$ cat src/sv/assert_macros.svh
// Assertion macros shared by the rate estimator RTL.
`ifndef ASSERT_MACROS_SVH
`define ASSERT_MACROS_SVH

// Implication checked on every rising clock edge, off while reset is low.
`define ASSERT_IMPL(label, cond, prop, msg) \
	label: assert property (@(posedge clk) disable iff (!arst_n) (cond) |-> (prop)) \
		else $error(msg);

// Condition on one edge implies a property on the next edge.
`define ASSERT_NEXT(label, cond, prop, msg) \
	label: assert property (@(posedge clk) disable iff (!arst_n) (cond) |=> (prop)) \
		else $error(msg);

`endif

$ cat src/sv/ewma_rate_pkg.sv
// Package: widths, constants, status codes and sequencer states of the rate estimator.
package ewma_rate_pkg;

	localparam int COUNT_WIDTH = 32;
	localparam int TIME_WIDTH  = 48;
	localparam int RATE_W      = 48;
	localparam int WEIGHT_W    = 17;
	localparam int FRAC_W      = 16;
	localparam int US_W        = 20;
	localparam int PROD_W      = COUNT_WIDTH + US_W;
	localparam int NUM_W       = PROD_W + FRAC_W;
	localparam int STEP_CNT_W  = $clog2(NUM_W);
	localparam int DELTA_W     = RATE_W + 1;

	localparam logic [PROD_W-1:0]   US_PER_S     = PROD_W'(1000000);
	localparam logic [WEIGHT_W-1:0] WEIGHT_ONE   = WEIGHT_W'(65536);
	localparam logic [WEIGHT_W-1:0] WEIGHT_RESET = WEIGHT_W'(8192);
	localparam logic [RATE_W-1:0]   RATE_POS_MAX = {1'b0, {(RATE_W-1){1'b1}}};
	localparam logic [RATE_W-1:0]   RATE_NEG_MAG = {1'b1, {(RATE_W-1){1'b0}}};
	localparam logic [STEP_CNT_W-1:0] DIV_LAST_STEP = STEP_CNT_W'(NUM_W - 1);

	typedef enum logic [1:0] {
		STAT_FIRST   = 2'd0,
		STAT_UPDATED = 2'd1,
		STAT_HELD    = 2'd2
	} status_t;

	typedef enum logic [3:0] {
		ST_IDLE,
		ST_PREP,
		ST_MUL,
		ST_DIV,
		ST_SAT,
		ST_DELTA,
		ST_SMUL,
		ST_UPD,
		ST_RES
	} state_t;

endpackage

$ cat src/sv/ewma_rate_estimator_core.sv
// Top level: EWMA event-rate estimator with an iterative restoring divider.
//
// channel  direction  signals                     payload
// s_*      in         s_tvalid/s_tready/s_tdata   counter_value, timestamp_us
// m_*      out        m_tvalid/m_tready/m_tdata   rate; m_tuser: status, saturated
// cfg_*    in         cfg_valid/cfg_ready         cfg_data: smoothing_weight
//
// A normal sample is worked through the states PREP, MUL, DIV, SAT, DELTA, SMUL,
// UPD and RES after its transfer: the restoring divider retires one quotient bit a cycle.
// The first sample goes straight to RES, and a sample with zero elapsed time goes from PREP to RES.
// s_tready is high only while the sequencer is idle; a result waiting on m_tready
// holds the sequencer in its final state once the next sample has been worked.
// Reset clears the stored sample, the smoothed rate and sets the weight to 8192.
module ewma_rate_estimator_core
	import ewma_rate_pkg::*;
(
	input  logic                   clk,
	input  logic                   arst_n,
	input  logic                   s_tvalid,
	output logic                   s_tready,
	// [31:0] counter_value, [79:32] timestamp_us
	input  logic [COUNT_WIDTH+TIME_WIDTH-1:0] s_tdata,
	output logic                   m_tvalid,
	input  logic                   m_tready,
	// [47:0] rate
	output logic [RATE_W-1:0]      m_tdata,
	// [1:0] status, [2] saturated
	output logic [2:0]             m_tuser,
	input  logic                   cfg_valid,
	output logic                   cfg_ready,
	input  logic [WEIGHT_W-1:0]    cfg_data
);

	state_t state_q, state_d;

	logic [WEIGHT_W-1:0]    weight_q;
	logic [COUNT_WIDTH-1:0] last_count_q;
	logic [TIME_WIDTH-1:0]  last_time_q;
	logic                   have_sample_q;
	logic [RATE_W-1:0]      smoothed_q;

	logic [TIME_WIDTH-1:0]  dt_q;
	logic [COUNT_WIDTH-1:0] dv_q;
	logic                   neg_q;
	logic [COUNT_WIDTH-1:0] mag_q;
	logic [NUM_W-1:0]       num_q;
	logic [TIME_WIDTH-1:0]  rem_q;
	logic [RATE_W-1:0]      quo_q;
	logic                   ovf_q;
	logic [STEP_CNT_W-1:0]  div_cnt_q;
	logic [RATE_W-1:0]      inst_q;
	logic                   dneg_q;
	logic [DELTA_W-1:0]     absd_q;
	logic [DELTA_W-1:0]     step_q;
	status_t                status_q;
	logic                   sat_q;

	logic                   m_tvalid_q;
	logic [RATE_W-1:0]      m_rate_q;
	status_t                m_status_q;
	logic                   m_sat_q;

	logic in_xfer;
	logic out_load;

	logic [COUNT_WIDTH-1:0] in_count;
	logic [TIME_WIDTH-1:0]  in_time;

	logic [TIME_WIDTH:0]    rem_sh;
	logic [TIME_WIDTH:0]    rem_diff;
	logic                   rem_ge;

	logic [RATE_W-1:0]      lim;
	logic                   over;
	logic [RATE_W-1:0]      qsat;
	logic [DELTA_W-1:0]     delta;
	logic [WEIGHT_W-1:0]    w_eff;
	logic [DELTA_W+WEIGHT_W-1:0] smul;
	logic [DELTA_W-1:0]     upd_sum;

	assign in_count = s_tdata[COUNT_WIDTH-1:0];
	assign in_time  = s_tdata[COUNT_WIDTH +: TIME_WIDTH];

	// Next state
	always_comb begin
		state_d = state_q;
		case (state_q)
			ST_IDLE:  if (s_tvalid) state_d = have_sample_q ? ST_PREP : ST_RES;
			ST_PREP:  state_d = (dt_q == '0) ? ST_RES : ST_MUL;
			ST_MUL:   state_d = ST_DIV;
			ST_DIV:   if (div_cnt_q == '0) state_d = ST_SAT;
			ST_SAT:   state_d = ST_DELTA;
			ST_DELTA: state_d = ST_SMUL;
			ST_SMUL:  state_d = ST_UPD;
			ST_UPD:   state_d = ST_RES;
			ST_RES:   if (!m_tvalid_q || m_tready) state_d = ST_IDLE;
			default:  state_d = ST_IDLE;
		endcase
	end

	// Handshake outputs
	always_comb begin
		s_tready  = (state_q == ST_IDLE);
		cfg_ready = 1'b1;
		in_xfer   = s_tvalid && s_tready;
		out_load  = (state_q == ST_RES) && (!m_tvalid_q || m_tready);
	end

	// Subtractor of the divider: one quotient bit a cycle
	assign rem_sh   = {rem_q, num_q[NUM_W-1]};
	assign rem_diff = rem_sh - {1'b0, dt_q};
	assign rem_ge   = (rem_sh >= {1'b0, dt_q});

	// Clip the quotient and form the difference to the stored rate
	assign lim   = neg_q ? RATE_NEG_MAG : RATE_POS_MAX;
	assign over  = ovf_q || (quo_q > lim);
	assign qsat  = over ? lim : quo_q;
	assign delta = {inst_q[RATE_W-1], inst_q} - {smoothed_q[RATE_W-1], smoothed_q};

	// Weight above one counts as one
	assign w_eff   = (weight_q > WEIGHT_ONE) ? WEIGHT_ONE : weight_q;
	assign smul    = absd_q * w_eff;
	assign upd_sum = dneg_q ? ({smoothed_q[RATE_W-1], smoothed_q} - step_q)
	                        : ({smoothed_q[RATE_W-1], smoothed_q} + step_q);

	// Control state
	always_ff @(posedge clk or negedge arst_n) begin
		if (!arst_n) begin
			state_q       <= ST_IDLE;
			weight_q      <= WEIGHT_RESET;
			last_count_q  <= '0;
			last_time_q   <= '0;
			have_sample_q <= 1'b0;
			smoothed_q    <= '0;
			m_tvalid_q    <= 1'b0;
			div_cnt_q     <= '0;
		end else begin
			state_q <= state_d;
			if (cfg_valid && cfg_ready) weight_q <= cfg_data;
			// Record the sample on its transfer
			if (in_xfer) begin
				last_count_q  <= in_count;
				last_time_q   <= in_time;
				have_sample_q <= 1'b1;
				if (!have_sample_q) smoothed_q <= '0;
			end
			if (state_q == ST_UPD) smoothed_q <= upd_sum[RATE_W-1:0];
			if (state_q == ST_MUL) div_cnt_q <= DIV_LAST_STEP;
			else if (state_q == ST_DIV) div_cnt_q <= div_cnt_q - 1'b1;
			// Hold the result until it is taken
			if (out_load) m_tvalid_q <= 1'b1;
			else if (m_tready) m_tvalid_q <= 1'b0;
		end
	end

	// Datapath registers
	always_ff @(posedge clk) begin
		case (state_q)
			ST_IDLE: begin
				dt_q     <= in_time - last_time_q;
				dv_q     <= in_count - last_count_q;
				status_q <= STAT_FIRST;
				sat_q    <= 1'b0;
			end
			ST_PREP: begin
				neg_q    <= dv_q[COUNT_WIDTH-1];
				mag_q    <= dv_q[COUNT_WIDTH-1] ? (~dv_q + 1'b1) : dv_q;
				status_q <= STAT_HELD;
			end
			ST_MUL: begin
				num_q <= {PROD_W'(mag_q) * US_PER_S, {FRAC_W{1'b0}}};
				rem_q <= '0;
				quo_q <= '0;
				ovf_q <= 1'b0;
			end
			ST_DIV: begin
				rem_q <= rem_ge ? rem_diff[TIME_WIDTH-1:0] : rem_sh[TIME_WIDTH-1:0];
				num_q <= {num_q[NUM_W-2:0], 1'b0};
				quo_q <= {quo_q[RATE_W-2:0], rem_ge};
				ovf_q <= ovf_q | quo_q[RATE_W-1];
			end
			ST_SAT: begin
				inst_q <= neg_q ? (~qsat + 1'b1) : qsat;
				sat_q  <= over;
			end
			ST_DELTA: begin
				dneg_q <= delta[DELTA_W-1];
				absd_q <= delta[DELTA_W-1] ? (~delta + 1'b1) : delta;
			end
			ST_SMUL: begin
				step_q <= smul[FRAC_W +: DELTA_W];
			end
			ST_UPD: begin
				status_q <= STAT_UPDATED;
			end
			default: begin
			end
		endcase
		// Output register
		if (out_load) begin
			m_rate_q   <= smoothed_q;
			m_status_q <= status_q;
			m_sat_q    <= sat_q;
		end
	end

	assign m_tvalid = m_tvalid_q;
	assign m_tdata  = m_rate_q;
	assign m_tuser  = {m_sat_q, m_status_q};

`include "assert_macros.svh"

	`ASSERT_IMPL(a_first_zero, m_tvalid && (m_tuser[1:0] == STAT_FIRST), m_tdata == '0, "first-sample result carries a nonzero rate")
	`ASSERT_IMPL(a_sat_only_upd, m_tvalid && m_tuser[2], m_tuser[1:0] == STAT_UPDATED, "saturation flagged on a result that was not updated")
	`ASSERT_NEXT(a_div_ends, (state_q == ST_DIV) && (div_cnt_q == '0), state_q == ST_SAT, "divider did not hand over after its last step")
	`ASSERT_NEXT(a_busy_after_xfer, in_xfer, !s_tready, "sample taken while the previous one is still in work")

endmodule

$ cat config.mk
export PLATFORM = sky130hd
export DESIGN_NAME = ewma_rate_estimator_core
export DESIGN_NICKNAME = d
export VERILOG_FILES = /design/src/sv/ewma_rate_pkg.sv /design/src/sv/ewma_rate_estimator_core.sv
export VERILOG_INCLUDE_DIRS = /design/src /design/src/sv
export SDC_FILE = /design/constraint.sdc
export NUM_CORES = 2
export LEC_CHECK = 0
export BUFFER_PORTS_ARGS = -buffer_cell sky130_fd_sc_hd__buf_2
export CORE_UTILIZATION = 60
export CTS_BUF_LIST = sky130_fd_sc_hd__clkbuf_4 sky130_fd_sc_hd__clkbuf_8
export DETAILED_ROUTE_END_ITERATION = 8
export GPL_TIMING_DRIVEN = 1
export PLACE_DENSITY_LB_ADDON = 0.3
export SYNTH_ARGS = -nofsm -noshare
export SYNTH_HDL_FRONTEND = slang
export SYNTH_SLANG_ARGS = --single-unit
$ cat constraint.sdc
create_clock -name clk -period 23.9 [get_ports clk]
set_input_delay 4.78 -clock clk [delete_from_list [all_inputs] [get_ports clk]]
set_output_delay 4.78 -clock clk [all_outputs]
set_load 0.01 [all_outputs]
==> results.md <==
* Area share of the largest cell type after synthesis at between 20 and 25%
* First-pass GRT wire length at 278,000 um
* Share of post-route cells with drive strength above 1 at 7.36%
* Die height at 343 um
* RR Startpoint: weight_q[16]
* Inserted Clock Buffers at 107
* Worst-Skew Late Latency at 0.82 ns
* Worst reg2reg path endpoint: step_q[47]
* Fmax at roughly 0.09 GHz
* Clock Path Buffers at 3
* GP Congestion at 0.949
* Outcome: finished with violations
* Placed Cells at 8,713
* Cell area after layout at 74,100 um2
* EDFF count, synth at 456
* Most Crowded Layer GR: met2
* RSZ-0062 raised after global routing: false
* Synthesized area at around 70,000 um2
* Final Skew at roughly 0.064 ns
* #FFs+latches synth at 614
* Nets at 8,808
* Met3 Use GR at 5.46%
* Multi-input logic area at between 40,000 and 50,000 um2
* Worst slew margin relative to its limit at 22.2%
* Post-DR vias/cell at 5.87
* Port Buffers at 154
* Met1 Usage GRT at roughly two fifths
* Final Critical Period at 10.81 ns
* Sequential fraction of the synthesis area at 25.3%
* CP Launch Type: flip-flop
* Tcrit/Tclk final at about 45%
* Largest area contributor in the netlist: fa_1
* Worst setup EP type: flip-flop
* Row cnt at about 120
* Via count at 52,400
* Routed len/inst at 18.8 um
* FFs w/ async S/R, synth at 25.7%
* 1st-pass router iterations at 8
* Initial DRC Count at 4,642
* Final Hold Viols at 0
* M2 GR Usage at 47.2%
* Die Wd at roughly 340 um
* Cts repair resizes at 0
* Synth unique cells at 86
* Die ar. at around 120,000 um2
* Top area cells in the synthesized netlist: fa_1 (24%), edfxtp_1 (20%), ha_1 (10%)
* Num ports at 156
* Root buf cell: clkbuf_8
* Mapped Cells at 7,281
* DP HPWL at 129,000 um
* Area grow syn2layout at 6.37%
* Largest net degree at the start of global routing at between 90 and 100
* Post-DRT Antenna Nets at 0
* Gr usage total at 29.5%
* Top FF cell, synth: edfxtp_1
* Initial core utilization at between 60% and 70%
* Final Setup Violations at 0
* CP arrival at 11.35 ns
* Failing checks: DRC
* R2R Setup Slk at about 13 ns
* Worst r2r path cells at 25
* TNS Setup at 0 ns
* Crit Path Class: reg2reg
* # hold bufs at CTS at 0
* Setup crit start: weight_q[16]
* Core Area at between 100,000 and 150,000 um2
* Initial antenna violation count at 3
* Filler cell count at 9,173
* Worst Tran Pin Value at 1.16 ns
* Clk slew on worst S/H paths at approximately 0.07 ns
* CP Capture Point: step_q[47]
* Non-filler cells, final at approximately 9,000
* Syn_nets at slightly below 9,000
* Ys Warns at 0
* Clock sink total at just over 600
* # DRC at 4
* Final Slew Violations at 0
* GRT Residual Overflow at 0
* Most frequent cell after synthesis: inv_1
* Synthesized area per cell at 9.56 um2
* Setup bufs post-CTS at 0
* HP Class: reg2reg
* Req. time, crit path at 24.45 ns
* Placed Area at 71,800 um2
* Top cells by count, synth: inv_1 (1,142), fa_1 (841), nand2_1 (792)
* TritonCTS clock tree: yes
* WL final at 168,000 um
* Area taken by flip-flops and latches at 17,600 um2
* H-tree depth at 3
* Max-cap violations at 0
* Vias in the first global route at ~54,000
* Crit-path max FO at 55
==> logic make-up (layout without fill, tap and decap cells) <==
logic type               after synthesis  after routing  share of synthesized area (%)
AND/OR/NAND/NOR                     2063           2063                           14.3
buffers and inverters               1429           1552                           7.72
adder cells (fa/ha/maj)             1396           1396                           34.2
AO/OA/AOI/OAI                       1247           1247                           11.4
flip-flops                           614            614                           25.3
XOR/XNOR                             394            394                           4.96
multiplexers                         137            137                           2.14
other                                  1              2                        0.00539
==> stage by stage <==
stage	setup WS [ns]	hold slack, ns	util [%]
final	13.09	0.436	64.6
after CTS	13.22	0.435	64.6
after floorplan	15.85	0.400	-
after global routing	12.59	0.436	64.6
after detailed placement	13.21	0.408	62.6
after global placement	13.49	0.406	62.6
==> area by class of cell <==
cell class                      count  area share, %
Clock buffer                      140           2.40
Tap cell                         1512           2.55
Multi-Input combinational cell   5238           63.2
Inverter                         1144           5.81
Clock inverter                     63          0.683
Sequential cell                   614           23.8
Antenna cell                        1        0.00338
Timing Repair Buffer              205           1.57
==> flip-flops by register name, indices dropped and copies added, names as in the netlist, 2 cells and up <==
name and count:
state_q 4, rem_q 48, weight_q 17, inst_q 48, last_count_q 32, num_q 46
step_q 48, m_tdata 48, dt_q 48, last_time_q 48, status_q 2, smoothed_q 48
mag_q 32, div_cnt_q 7, quo_q 48, absd_q 49, m_status_q 2, dv_q 32
==> per-layer routing <==
layer | routed length (um) | part of all wire [%]
met1 | 71100 | 42
met2 | 77300 | 46
met3 | 13800 | 8.2
met4 | 5930 | 3.5
met5 | 0 | 0
==> cell usage in the layout, fill, tap and decap left out, types with 49 or more instances in the layout <==
master and count:
a211oi_1 54, a21o_1 171, a21oi_1 368, and2_1 373, buf_2 153, buf_4 51, clkbuf_8 116, dfrtp_1 156
edfxtp_1 456, fa_1 841, ha_1 555, inv_1 1140, mux2_2 96, nand2_1 791, nand2b_1 61, nand3_1 72
nand4_1 68, nor2_1 352, nor3_1 99, o21a_1 68, o21ai_0 250, o21bai_1 49, xnor2_1 263, xor2_1 131
==> worst min path at each step <==
stage | start | endpoint | depth (start not counted)
floorplan | sat_q | m_sat_q | 0
global placement | status_q[1] | m_status_q[1] | 0
detailed placement | status_q[1] | m_status_q[1] | 0
CTS | status_q[0] | m_status_q[0] | 0
global route | status_q[0] | m_status_q[0] | 0
finish | status_q[0] | m_status_q[0] | 0
==> worst max-delay path, cell delays in order (launching register included) <==
cell and delay (ns):
dfrtp_2 1.11, inv_1 0.16, a41oi_2 0.75, nor2b_2 0.37, buf_4 0.42, and2_1 0.26, fa_1 0.47, fa_1 0.41
fa_1 0.45, fa_1 0.48, fa_1 0.48, fa_1 0.48, ha_1 0.35, a211oi_1 0.10, and2_1 0.16, or4_1 0.53
o21ai_0 0.84, a21oi_1 0.38, o31ai_1 0.68, a2bb2oi_1 0.41, a21o_1 0.26, o211ai_1 0.20, and2_1 0.27, o21ai_1 0.27
a221oi_1 0.14, xnor2_1 0.14
Power is not shown: default switching activity piles up to over one toggle a cycle in this logic, so the estimate is an artifact.
